===== config.mk =====
export PLATFORM = sky130hd
export DESIGN_NAME = plar_fifo
export DESIGN_NICKNAME = d
export VERILOG_FILES = /design/src/sv/plar_pkg.sv /design/src/sv/plar_fifo.sv
export SDC_FILE = /design/constraint.sdc
export NUM_CORES = 1
export LEC_CHECK = 0
export BUFFER_PORTS_ARGS = -buffer_cell sky130_fd_sc_hd__buf_2
export CAP_MARGIN = 20
export CORE_MARGIN = 1.5
export CORE_UTILIZATION = 57
export DETAILED_ROUTE_END_ITERATION = 10
export PLACE_DENSITY = 0.78
export REMOVE_ABC_BUFFERS = 1
export SYNTH_ARGS = -nofsm -noshare
export SYNTH_HDL_FRONTEND = slang
export SYNTH_SLANG_ARGS = --single-unit

===== constraint.sdc =====
create_clock -name clk -period 4.9 [get_ports clk]
set_input_delay 0.49 -clock clk [delete_from_list [all_inputs] [get_ports clk]]
set_output_delay 0.49 -clock clk [all_outputs]
set_load 0.005 [all_outputs]

===== src/sv/plar_pkg.sv =====
// ----------------------------------------------------------------------------
// plar_pkg: shared types and constants
// Word layout, operation codes and sizes used by the polyline resampler.
// ----------------------------------------------------------------------------
package plar_pkg;

  localparam int MAX_PER_SEGMENT = 64;
  localparam int CNT_W           = $clog2(MAX_PER_SEGMENT + 1);
  localparam int COORD_W         = 32;
  localparam int RAD_W           = 31;
  localparam int DLT_W           = COORD_W + 1;
  localparam int LEN_W           = DLT_W;
  localparam int SQ_W            = 2 * DLT_W;
  localparam int RR_W            = 2 * RAD_W;
  localparam int FIFO_DEPTH      = 4;
  localparam int FIFO_AW         = $clog2(FIFO_DEPTH);

  localparam logic [RAD_W-1:0] SPACING_RESET = RAD_W'(65536);

  typedef enum logic {
    OP_BEGIN = 1'b0,
    OP_POINT = 1'b1
  } op_t;

  typedef struct packed {
    op_t                        op;
    logic signed [COORD_W-1:0]  x;
    logic signed [COORD_W-1:0]  y;
    logic signed [COORD_W-1:0]  z;
    logic        [RAD_W-1:0]    radius;
  } item_t;

endpackage


===== src/sv/plar_fifo.sv =====
// ----------------------------------------------------------------------------
// plar_fifo: short word queue
// Holds decoded words between the input stage and the segment engine.
// ----------------------------------------------------------------------------
module plar_fifo (
  input  logic            clk,
  input  logic            rst_n,
  input  logic            push,
  input  plar_pkg::item_t push_item,
  output logic            full,
  input  logic            pop,
  output plar_pkg::item_t pop_item,
  output logic            empty
);

  plar_pkg::item_t                  mem_r [plar_pkg::FIFO_DEPTH];
  logic [plar_pkg::FIFO_AW-1:0]     wp_r, rp_r;
  logic [plar_pkg::FIFO_AW:0]       cnt_r;

  assign full     = (cnt_r == (plar_pkg::FIFO_AW+1)'(plar_pkg::FIFO_DEPTH));
  assign empty    = (cnt_r == '0);
  assign pop_item = mem_r[rp_r];

  always_ff @(posedge clk) begin
    if (!rst_n) begin
      wp_r  <= '0;
      rp_r  <= '0;
      cnt_r <= '0;
    end else begin
      if (push) begin
        wp_r <= wp_r + 1'b1;
      end
      if (pop) begin
        rp_r <= rp_r + 1'b1;
      end
      cnt_r <= cnt_r + (plar_pkg::FIFO_AW+1)'(push) - (plar_pkg::FIFO_AW+1)'(pop);
    end
    if (push) begin
      mem_r[wp_r] <= push_item;
    end
  end

endmodule


==> metrics.md <==
| Metric | Value |
|---|---|
| Outcome | finished, final reports clean |
| Max rail drop VDD | approximately 320 uV |
| Reg power frac | 54.5% |
| Nets | around 1,100 |
| Yosys cell types | 20 |
| Die footprint | around 0.034 sq mm |
| Largest net degree at the start of global routing | between 70 and 80 |
| Congestion Overflow GR | 0 |
| Delay-heaviest family, CP | flip-flops |
| Tmin final | approximately 3.1 ns |
| Post-synth ARST share | 0% |
| Final Max Slew Viols | 0 |
| M1 WL | ~14,000 um |
| HPWL after detailed placement | 19,480 um |
| Top cell type's share of synthesized area | between 80% and 90% |
| Combinational power share | under 10% |
| CTS Buf Count | 50 |
| Most common flop cell mapped by yosys | edfxtp_1 |
| Max Used Layer | met5 |
| Placer's final routability congestion estimate | approximately 0.71 |
| Final setup violating endpoints | 0 |
| Final antenna-violating net count | 0 |
| Core area | between 0.03 and 0.04 sq mm |
| Die height | approximately 190 um |
| Cells after DPL | about 1,400 |
| CP Data Arrival Time | around 2.7 ns |
| Setup Skew | 0.01755 ns |
| Final period util | between 60 and 70% |
| Top Ports | between 200 and 300 |
| Critical Path, Cell by Cell | buf_12 -> mux4_2 -> buf_2 |
| Fin Hold WS | between 0.1 and 0.15 ns |
| Synthesized instance count | approximately 710 |
| Post-DR vias/cell | 5.572 |
| CTS tree | yes |
| Clk sinks | about 520 |
| Initial core utilization | slightly below 60% |
| 1st-pass router iterations | 5 |
| Clk slew on worst S/H paths | 0.06 ns |
| Die width | 185.6 um |
| Root Driver | clkbuf_16 |
| Hold Crit Start | push_item[33] |
| Switch Pwr | between 2 and 2.5 mW |
| Power density cells | around 430 mW/mm^2 |
| Initial antenna violation count | 6 |
| Register area share after synthesis | around four fifths |
| Synth-to-Final Area Change | 17.10% |
| Ranking of synthesized cells by area | edfxtp_1 81%, mux4_2 15%, buf_12 1.1% |
| CP max FO | 44 |
| Port buffer count | about 260 |
| Vias in the first global route | just under 9,000 |
| Detailed-route via count | between 8,000 and 9,000 |
| MaxCap Viol Count | 0 |
| Yosys warns | 0 |
| Detail Route met2 WL | roughly 17,000 um |
| CTS max path bufs | 3 |
| Switching Fraction | about a fifth |
| Hold Path Class | in2reg |
| Cts hold-fix bufs | 0 |
| Crit. End Element | output pin |
| Post-synth EDFFs | between 500 and 600 |
| Avg Inst Size Synth | between 20 and 30 sq um |
| Setup Fix Bufs, Post-CTS | 0 |
| Wire length per cell | ~23 um |
| DRT iter0 DRCs | 600 |
| Post-synth top area cell | edfxtp_1 |
| Final instance count without filler cells | around 1,500 |
| First-pass GRT wire length | just over 50,000 um |
| Most frequent cell after synthesis | edfxtp_1 |
| Critical Path RT | between 4 and 5 ns |
| Kind of critical path | reg2out |
| Residual DRC | 0 |
| H-tree levels | 2 |
| Critical path startpoint category | flop |
| Final core utilization | between 60% and 70% |
| Fmax | 0.3188 GHz |
| Clk pwr share | a little under two fifths |
| Worst path max stage delay | ~0.90 ns |
| FILL cells | about 2,000 |
| Crit path buf inv count | 2 |
| Final Hold Vio Count | 0 |
| Post-synth top cells | 512 x edfxtp_1, 128 x mux4_2, 13 x buf_2 |
| Clk_lat worst skew | 0.55 ns |
| Routed wl met3 | between 2000 and 3000 um |
| Register bit count reported by yosys | ~520 |
| GRT Total Usage | between 20% and 30% |
| Routed Wire Length | between 30,000 and 40,000 um |
| Slew @ Worst Pin | 1.053 ns |
| # rows | 66 |
| Mapped cell area | roughly 0.019 sq mm |
| Fin Setup TNS | 0 ns |
| Share of cells above drive strength 1 | a little under half |
| RR Startpoint | wp_r[0] |
| Power, Total | roughly 9.6 mW |
| Post-cts resize count | 0 |
| Leak | around 7.5 nW |
| Relative slew slack | between 20% and 30% |
| Int Pwr | around 7.6 mW |
| Slowest cell on crit path | dfxtp_4 |
| RSZ-0062 raised after global routing | no |
==> power by group through the flow <==
stage	sequential, mW	combinational, mW	clock (mW)
6_report	5.21	0.814	3.54
3_5_place_dp	5.30	0.828	0
4_1_cts	5.21	0.834	3.62
3_3_place_gp	5.29	0.813	0
5_1_grt	5.23	0.888	3.79
2_1_floorplan	5.34	0.454	0
==> through the flow <==
stage	worst slack (ns)	instance area, sq um
after floorplan	-1.539	18700
after global placement	2.220	20720
after detailed placement	2.236	20720
after CTS	1.628	22250
after global routing	1.505	22250
final	1.763	22270
==> flip-flops by register name (all words and copies together), names as in the netlist, named ones only <==
register / count
mem_r: 512
cnt_r: 3
wp_r: 2
rp_r: 2
==> per-layer routing <==
metal	vias to the layer above	GRT usage, %
li1	3664	-
met1	4311	26.60
met2	274	33.23
met3	55	6.065
met4	4	5.774
met5	-	0
==> final timing paths <==
| kind | endpoint | slack [ns] | cells after the start |
|---|---|---|---|
| worst max-delay path | pop_item[31] | 1.76 | 3 |
| worst min-delay path | mem_r[2][33] | 0.15 | 1 |
| worst max register to register | mem_r[0][19] | 2.66 | 4 |
| worst min register to register | flop | 0.53 | 2 |
==> cell families after synthesis <==
family / count (synthesis) / synth area share [%]
compound gates: 2 / 0.07894
buf+inv: 35 / 1.790
mux: 129 / 15.21
xor+xnor: 3 / 0.2172
simple gates: 14 / 0.3949
fa+ha+maj: 7 / 0.5001
flops: 521 / 81.81
==> cells in the final DEF, fill, tap and decap left out <==
cell type	synthesis	layout
a21bo_2	1	1
a21oi_1	1	1
and2_1	6	2
and2_4	0	4
and3_1	1	1
buf_12	10	7
buf_2	13	261
clkbuf_1	1	9
clkbuf_16	0	53
clkbuf_8	0	4
clkinv_1	0	15
clkinv_2	0	7
clkinv_4	0	1
clkinvlp_4	0	1
dfxtp_1	9	7
dfxtp_4	0	2
diode_2	0	7
edfxtp_1	512	512
fa_1	1	1
ha_1	6	6
inv_1	7	7
inv_6	0	1
mux2i_1	1	1
mux4_2	128	128
nand3b_1	1	1
nor2_1	5	5
nor3_1	1	1
xnor2_1	2	2
xor3_1	1	1
==> layout make-up <==
cell class	instances	area, sq um	share of cell area (%)
clock buffer	66	1415	6.355
inverter	7	26.28	0.1180
antenna	7	17.52	0.07867
sequential	521	15560	69.89
clock inverter	25	116.4	0.5226
multi-input combinational	155	3129	14.05
timing repair buffer	268	1446	6.496
tap	442	553.0	2.484
No activity file was read; power rests on OpenSTA's default activity.
