<file path="src/sv/plar_pkg.sv">
// ----------------------------------------------------------------------------
// plar_pkg: shared types and constants
// Word layout, operation codes and sizes used by the polyline resampler.
// ----------------------------------------------------------------------------
package plar_pkg;

  localparam int MAX_PER_SEGMENT = 64;
  localparam int CNT_W           = $clog2(MAX_PER_SEGMENT + 1);
  localparam int COORD_W         = 32;
  localparam int RAD_W           = 31;
  localparam int DLT_W           = COORD_W + 1;
  localparam int LEN_W           = DLT_W;
  localparam int SQ_W            = 2 * DLT_W;
  localparam int RR_W            = 2 * RAD_W;
  localparam int FIFO_DEPTH      = 4;
  localparam int FIFO_AW         = $clog2(FIFO_DEPTH);

  localparam logic [RAD_W-1:0] SPACING_RESET = RAD_W'(65536);

  typedef enum logic {
    OP_BEGIN = 1'b0,
    OP_POINT = 1'b1
  } op_t;

  typedef struct packed {
    op_t                        op;
    logic signed [COORD_W-1:0]  x;
    logic signed [COORD_W-1:0]  y;
    logic signed [COORD_W-1:0]  z;
    logic        [RAD_W-1:0]    radius;
  } item_t;

endpackage

</file>
<file path="src/sv/plar_front.sv">
// ----------------------------------------------------------------------------
// plar_front: input stage
// Registers each incoming word, decodes its kind and hands it to the queue.
// ----------------------------------------------------------------------------
module plar_front (
  input  logic                             clk,
  input  logic                             rst_n,
  input  logic                             in_valid,
  output logic                             in_stall,
  input  logic                             in_kind,
  input  logic signed [plar_pkg::COORD_W-1:0] in_x_coord,
  input  logic signed [plar_pkg::COORD_W-1:0] in_y_coord,
  input  logic signed [plar_pkg::COORD_W-1:0] in_z_coord,
  input  logic        [plar_pkg::RAD_W-1:0]   in_point_radius,
  output logic                             push,
  output plar_pkg::item_t                  push_item,
  input  logic                             q_full
);

  logic            f_valid_r, f_valid_nxt;
  plar_pkg::item_t f_item_r, f_item_nxt;
  logic            load;

  assign in_stall  = f_valid_r & q_full;
  assign push      = f_valid_r & ~q_full;
  assign push_item = f_item_r;
  assign load      = in_valid & ~in_stall;

  always_comb begin
    f_valid_nxt = f_valid_r;
    f_item_nxt  = f_item_r;
    if (push) begin
      f_valid_nxt = 1'b0;
    end
    if (load) begin
      f_valid_nxt       = 1'b1;
      f_item_nxt.op     = in_kind ? plar_pkg::OP_POINT : plar_pkg::OP_BEGIN;
      f_item_nxt.x      = in_x_coord;
      f_item_nxt.y      = in_y_coord;
      f_item_nxt.z      = in_z_coord;
      f_item_nxt.radius = in_point_radius;
    end
  end

  always_ff @(posedge clk) begin
    if (!rst_n) begin
      f_valid_r <= 1'b0;
    end else begin
      f_valid_r <= f_valid_nxt;
    end
    f_item_r <= f_item_nxt;
  end

endmodule

</file>
<file path="config.mk">
export PLATFORM = sky130hd
export DESIGN_NAME = plar_front
export DESIGN_NICKNAME = d
export VERILOG_FILES = /design/src/sv/plar_pkg.sv /design/src/sv/plar_front.sv
export SDC_FILE = /design/constraint.sdc
export NUM_CORES = 1
export LEC_CHECK = 0
export BUFFER_PORTS_ARGS = -buffer_cell sky130_fd_sc_hd__buf_2
export CORE_ASPECT_RATIO = 0.7
export CORE_MARGIN = 10
export CORE_UTILIZATION = 43
export CTS_BUF_LIST = sky130_fd_sc_hd__clkbuf_8
export DETAILED_ROUTE_END_ITERATION = 8
export PLACE_DENSITY = 0.93
export SLEW_MARGIN = 5
export SYNTH_ARGS = -nofsm -noshare
export SYNTH_HDL_FRONTEND = slang
export SYNTH_SLANG_ARGS = --single-unit
</file>
<file path="constraint.sdc">
create_clock -name clk -period 9.84 [get_ports clk]
set_input_delay 0.984 -clock clk [delete_from_list [all_inputs] [get_ports clk]]
set_output_delay 0.984 -clock clk [all_outputs]
set_load 0.1 [all_outputs]
</file>
==> impl.org, run 1 <==
** Routing
- Dividing the detail-routed wire length by the instance count gives 21.2 um.
- DRT Wirelength :: 11600 um
- Total via count in the routed design :: 2431
- Iteration-0 DRC count of the detailed router :: 150
- First-pass iteration count of the detailed router :: 4
- Once detail routing completed, the nets flagged for antenna violations numbered 0.
- In the routed design, unresolved DRC markers number 0.
- Using the TritonRoute via totals, the vias-per-cell ratio works out to 4.43.

** Setup path
- The critical path in this run is classified as primary input to flip-flop.
- Delay-heaviest family, CP :: buffers and inverters
- Chain of cells forming the critical path :: buf_2 > and2_4 > nor2b_4 > buf_4 > buf_4
- Along the worst path, the maximum fanout reaches 68.
- STA classifies the critical path endpoint as a flip-flop.
- On the critical path, the stage with the largest delay is an instance of buf_4.
- STA classifies the critical path startpoint as a primary input.
- Cell mode on critical path :: buf_4
- For this run, the slowest stage of the critical path takes 780 ps.
- Data arrives at the worst endpoint at 2760 ps.
- The critical path contains buffers and inverters numbering 3 combined.
- STA puts the critical path data required time at 9890 ps.

** Synth
- The synthesized netlist contains 6 unique library cells.
- The Yosys step of the flow raised 0 warnings.
- Synth area leader :: edfxtp_1
- A synthesized cell averages 29.3 sq um.
- Post-Synthesis Cells :: 133
- For this run, the register share of the synthesized area comes to 99.2%.
- By area the synthesized netlist is led by edfxtp_1 (99%), dfxtp_1 (0.51%), and2_4 (0.22%).
- In this run the biggest area consumer among cell types represents 98.7% of the synthesized area.
- Total of flip-flops plus latches after synthesis :: 129
- Summing every instance area after synthesis gives 0.00389 sq mm.
- Number of nets produced by synthesis :: 265

** Clock tree
- Maximum buffer depth of the clock tree :: 2
- CTS clock-pin slew for the worst setup and hold paths :: 70 ps
- Number of levels in the clock H-tree :: 4
- Post-CTS timing repair inserted 0 buffers for setup.
- Number of sinks driven by the clock tree :: 129
- Number of hold buffers added after CTS :: 0
- TritonCTS clock tree :: built
- The root buffer cell chosen for the clock tree is clkbuf_8.
- Cells resized by post-CTS repair :: 0
- Clock latency on the worst-skew pair, taken at its later pin, is 430 ps.
- Number of clock buffers inserted by TritonCTS :: 17

** Layout
- Area Growth Syn to Fin :: 49.0%
- Highest-count cells in the layout ignoring fill and taps :: buf_2 (261), edfxtp_1 (128), clkbuf_8 (17)
- Proportion of layout cells with a drive suffix above 1 :: 69.2%
- At the end of the flow the core is filled with cells to 67.3%.
- The final layout contains 547 nets.
- Finished Cell Area :: 0.00580 sq mm
- Most common cell after layout, fill and taps aside :: buf_2

** Placed design
- Once detailed placement completed, the half-perimeter wirelength came to 9360 um.
- Summing all placed instances gives a cell area of 0.00537 sq mm.
- Placer Congestion :: 0.864
- In this run the tool buffered the top-level ports with 261 buffer cells.

** GRT
- Maximum number of pins on one net before global-route repair :: 69
- Global routing used 16.9% of the available tracks across all layers.
- First-pass GRT wire length :: 16500 um
- Global routing consumed, on the met3 layer, 11.8% of the routing resources.
- GR Layer Usage met2 :: 28.5%
- Busiest layer in global routing :: met2
- Via count of the first global-routing pass :: 2613
- Overflow after GRT :: 0
- Met1 track demand over resource :: 16.1%
- The number of antenna violations at the first check in global routing came to 1.

** Floorplanning
- The initialized floorplan defines 28 standard-cell rows.
- DIE WIDTH :: 134 um
- In this run the vertical extent of the chip is 99.6 um.
- Initial standard-cell utilization of the core :: 45.2%
- The core region is 0.00862 sq mm.
- 262 I/O pins were placed.
- Total Die Area :: 0.0133 sq mm

** Run
- Max-cap violations in this run came to 0.

** STA
- Final setup TNS :: 0 ps
- Max_slew headroom :: 45.6%
- Final period demand of the worst path :: 2700 ps
- Setup Skew :: 8.96 ps
- Number of max-slew violations in the final report :: 0
- RSZ-0062 raised after global routing :: no
- For the pin with the worst max-slew slack, the measured transition is 816 ps.
- Based on the critical path, the design can be clocked at up to 370 MHz.
- Number of failing setup endpoints in the final timing report :: 0
- Final Hold Violating Endpoints :: 0
- The final critical path takes up 27.5% of the cycle.

** Hold path
- The tightest min-delay check is of the flip-flop to flip-flop type.

** Outcome
- The flow ran to the end, and the final reports show no timing, DRC or antenna violations.

** Power and ir drop
- Power spread over the standard cell area amounts to 245 mW/mm^2.
- The worst-case IR drop observed on VDD is 154 uV.
- Summed over all cells, the static leakage comes to 0.00251 uW.
[tightest hold or removal path, delay by kind of cell (launching register included)]
family / cells / cell delay, ps
AOI/OAI and AO/OA: 1 / 100
DFF: 1 / 320
and+or+nand+nor: 1 / 160
[registers in the layout, summed over array words and instances (netlist names)]
name	cells
f_valid_r	1
push_item	128
[area by class of cell]
type | instances | area, sq um
Sequential cell | 129 | 3860
Multi-Input combinational cell | 4 | 37.5
Fill cell | 596 | 2820
Clock buffer | 17 | 234
Antenna cell | 1 | 2.50
Timing Repair Buffer | 263 | 1320
Clock inverter | 15 | 194
Tap cell | 120 | 150
[cell families after synthesis]
| kind of cell | count (synthesis) | synth area share, % |
|---|---|---|
| and+or+nand+nor | 3 | 0.579 |
| DFF | 129 | 99.2 |
| AOI/OAI and AO/OA | 1 | 0.193 |
[path summary, 6_finish.rpt]
path / startpoint / endpoint / slack [ps] / depth (start not counted)
max reg2reg: f_valid_r / push_item[114] / 7510 / 4
min: f_valid_r / f_valid_r / 610 / 2
min reg2reg: f_valid_r / f_valid_r / 610 / 2
max: q_full / push_item[114] / 7140 / 5
[synthesized netlist by cell type]
| master | number |
|---|---|
| dfxtp_1 | 1 |
| o21a_1 | 1 |
| and2_4 | 1 |
| edfxtp_1 | 128 |
| and2b_1 | 1 |
| nor2b_1 | 1 |
[per-stage QoR]
stage | total power, uW | cells | worst slack (ps) | hold WS [ps]
final | 1420 | 549 | 7140 | 612
after CTS | 1440 | 548 | 7170 | 621
after floorplan | 904 | 133 | 2330 | 761
after global routing | 1470 | 548 | 7000 | 651
after global placement | 957 | 516 | 6750 | 595
after detailed placement | 962 | 516 | 6700 | 604
[per-layer routing]
metal / up-vias / wire length, um
met5: - / 0
li1: 1108 / -
met4: 0 / 127
met3: 10 / 1710
met2: 173 / 5940
met1: 1140 / 3830
[power breakdown]
part | leakage, uW | total [uW] | internal (uW) | switching [uW]
sequential | 0.00125 | 651 | 643 | 7.74
combinational | 0.00106 | 297 | 38.9 | 258
clock | 0.000205 | 474 | 274 | 201
Note: power is estimated with default switching activity, not from simulation.
==> run 2, diff against run 1 <==
==> constraint.sdc (replaced) <==
create_clock -name clk -period 2.6 [get_ports clk]
set_input_delay 0.26 -clock clk [delete_from_list [all_inputs] [get_ports clk]]
set_output_delay 0.26 -clock clk [all_outputs]
set_load 0.1 [all_outputs]
==> impl.org, run 2 <==
** Outcome
- The run stopped with a tool error.
- Last stage reached :: clock tree synthesis
- The tool reported: "[ERROR RSZ-0060] Max buffer count reached".

** Synth
- Synth area leader :: edfxtp_1
- Fraction of the yosys area taken by sequential cells :: 99.2% (unchanged)
- Number of synthesized flops with an enable pin :: 128 (unchanged)
- Post-synthesis mux area share :: 0% (unchanged)
- XOR/XNOR share of the synthesized area :: 0% (unchanged)
- Total of flip-flops plus latches after synthesis :: 129 (unchanged)
- Yosys top cell area share :: 98.7% (unchanged)
- Number of nets produced by synthesis :: 265 (unchanged)
- The post-synthesis instance total was 133 (unchanged).
- Post-synthesis average cell area :: 29.3 sq um (unchanged)
- Syn Std Cell Area :: 0.00389 sq mm (unchanged)
- Fraction of the mapped netlist area in compound gates :: 0.193% (unchanged)
- The count of unique library cells instantiated by Yosys came to 6 (unchanged).
- Yosys attributes the largest share of cell area to edfxtp_1 (99%), dfxtp_1 (0.51%), and2_4 (0.22%).
- By area, the combinational part of the netlist is dominated by simple AND/OR/NAND/NOR gates.
- The synthesis warning total was 0 (unchanged).
- Among all flip-flop cells after synthesis, the most frequent one is edfxtp_1.
- Post-synthesis async set-or-reset flop share :: 0% (unchanged)
- The area share of and/or/nand/nor cells after synthesis is 0.578% (unchanged).
- Adder-cell area share of the yosys netlist :: 0% (unchanged)
- The most common cell in the synthesized netlist is edfxtp_1.

** Floorplanning
- DIE HEIGHT :: 99.6 um (unchanged)
- Initial standard-cell utilization of the core :: 45.2% (unchanged)
- The I/O pin total was 262 (unchanged).
- Standard-cell row count :: 28 (unchanged)
- DIE WIDTH :: 134 um (unchanged)

** Placed design
- The placed wire-length estimate came to 9250 um (-1.1%).
- Placed cell count :: 515 (-0.19%)
- The placed cell area was 0.00538 sq mm (about the same).
- The global placer's final weighted congestion came to 0.839 (-2.8%).
- Input/output buffers :: 261 (unchanged)

** Clock tree
- The number of sinks driven by the clock tree is 129 (unchanged).
- Number of levels in the clock H-tree :: 4 (unchanged)
- The maximum clock path buffer count was 2 (unchanged).
- The buffers inserted during post-CTS setup optimization is 0 (unchanged).
- The hold-fix buffer count after cts came to 110 (+110).
- Clock tree synthesis selected as its root buffer the cell clkbuf_8.
- Cells resized by post-CTS repair :: 0 (unchanged)
- Number of clock buffers inserted by TritonCTS :: 17 (unchanged)
## run 2: through the flow
step	hold WS, ps	util (%)	setup WS [ps]
after detailed placement	438	62.4	1010
after floorplan	359	-	-301
after global placement	437	62.4	1050
## run 2: cells by family after synthesis
kind of cell | after synthesis
flops | 129
simple gates | 3
compound gates | 1
==> run 3, diff against run 2 <==
--- a/config.mk
+++ b/config.mk
@@ -6,12 +6,10 @@
 export NUM_CORES = 1
 export LEC_CHECK = 0
 export BUFFER_PORTS_ARGS = -buffer_cell sky130_fd_sc_hd__buf_2
-export CORE_ASPECT_RATIO = 0.7
 export CORE_MARGIN = 10
-export CORE_UTILIZATION = 43
-export CTS_BUF_LIST = sky130_fd_sc_hd__clkbuf_8
+export CORE_UTILIZATION = 40
 export DETAILED_ROUTE_END_ITERATION = 8
-export PLACE_DENSITY = 0.93
+export PLACE_DENSITY_LB_ADDON = 0.15
 export SLEW_MARGIN = 5
 export SYNTH_ARGS = -nofsm -noshare
 export SYNTH_HDL_FRONTEND = slang
==> impl.org, run 3 <==
** Clock tree
- Number of clock buffers inserted by TritonCTS :: 17 (unchanged)
- Cells resized by post-CTS repair :: 0 (unchanged)
- Number of levels in the clock H-tree :: 4 (unchanged)
- The buffers inserted during post-CTS setup optimization was 0 (unchanged).
- Number of sinks driven by the clock tree :: 129 (unchanged)
- Maximum buffer depth of the clock tree :: 2 (unchanged)
- Number of hold buffers added after CTS :: 112 (+1.8%)
- The root buffer cell chosen for the clock tree is clkbuf_8.

** Placed design
- The global placer's final weighted congestion is 0.707 (-16%).
- The number of port buffers is 261 (unchanged).
- Post-place instance area :: 0.00541 sq mm (+0.58%)
- Pre-CTS worst setup slack :: 1190 ps (+180 ps)

** Floorplanning
- The number of rows in the core area was 35 (+25%).
- IO Pins :: 262 (unchanged)
- DIE HEIGHT :: 119 um (+19%)
- The die boundary width came to 119 um (-11%).
- Initial standard-cell utilization of the core :: 41.5% (-3.6 points)

** Synth
- The post-synthesis mux area share came to 0% (unchanged).
- The synthesized-area fraction occupied by ao, oa, aoi and oai cells was 0.193% (unchanged).
- Post-synthesis async set-or-reset flop share :: 0% (unchanged)
- The average cell area after synthesis is 29.3 sq um (unchanged).
- The total standard cell area after synthesis was 0.00389 sq mm (unchanged).
- Primary FF master, synth :: edfxtp_1
- Adder-cell area share of the yosys netlist :: 0% (unchanged)
- The sequential area share after synthesis came to 99.2% (unchanged).
- Synth area leader :: edfxtp_1
- Total of flip-flops plus latches after synthesis :: 129 (unchanged)
- Among all cell types in the netlist, the one instantiated most often is edfxtp_1.
- The area share of and/or/nand/nor cells after synthesis is 0.578% (unchanged).
- The number of flops mapped to enable cells by yosys was 128 (unchanged).
- Synth top area cells :: edfxtp_1 (99%), dfxtp_1 (0.51%), and2_4 (0.22%)
- Distinct cells, synth :: 6 (unchanged)
- Yosys top cell area share :: 98.7% (unchanged)
- The synthesis warning total is 0 (unchanged).
- Post-Synthesis Cells :: 133 (unchanged)
- Dominant combinational cell family by area after synthesis :: simple AND/OR/NAND/NOR gates
- The parity-gate share of the synthesized area counting xor and xnor cells was 0% (unchanged).
- The synthesized net count was 265 (unchanged).

** Outcome
- The tool reported: "[ERROR RSZ-0060] Max buffer count reached".
- The flow halted during clock tree synthesis.
- Status :: aborted with a tool error
[run 3: cell counts after synthesis]
Identical to the previous run, type by type.
[run 3: kinds of logic after synthesis]
kind of cell / count (synthesis)
simple gates: 3
flops: 129
compound gates: 1
[run 3: metrics by stage]
step | utilization, % | cells
after floorplan | - | 133
after global placement | 57.7 | 525
after detailed placement | 57.7 | 525
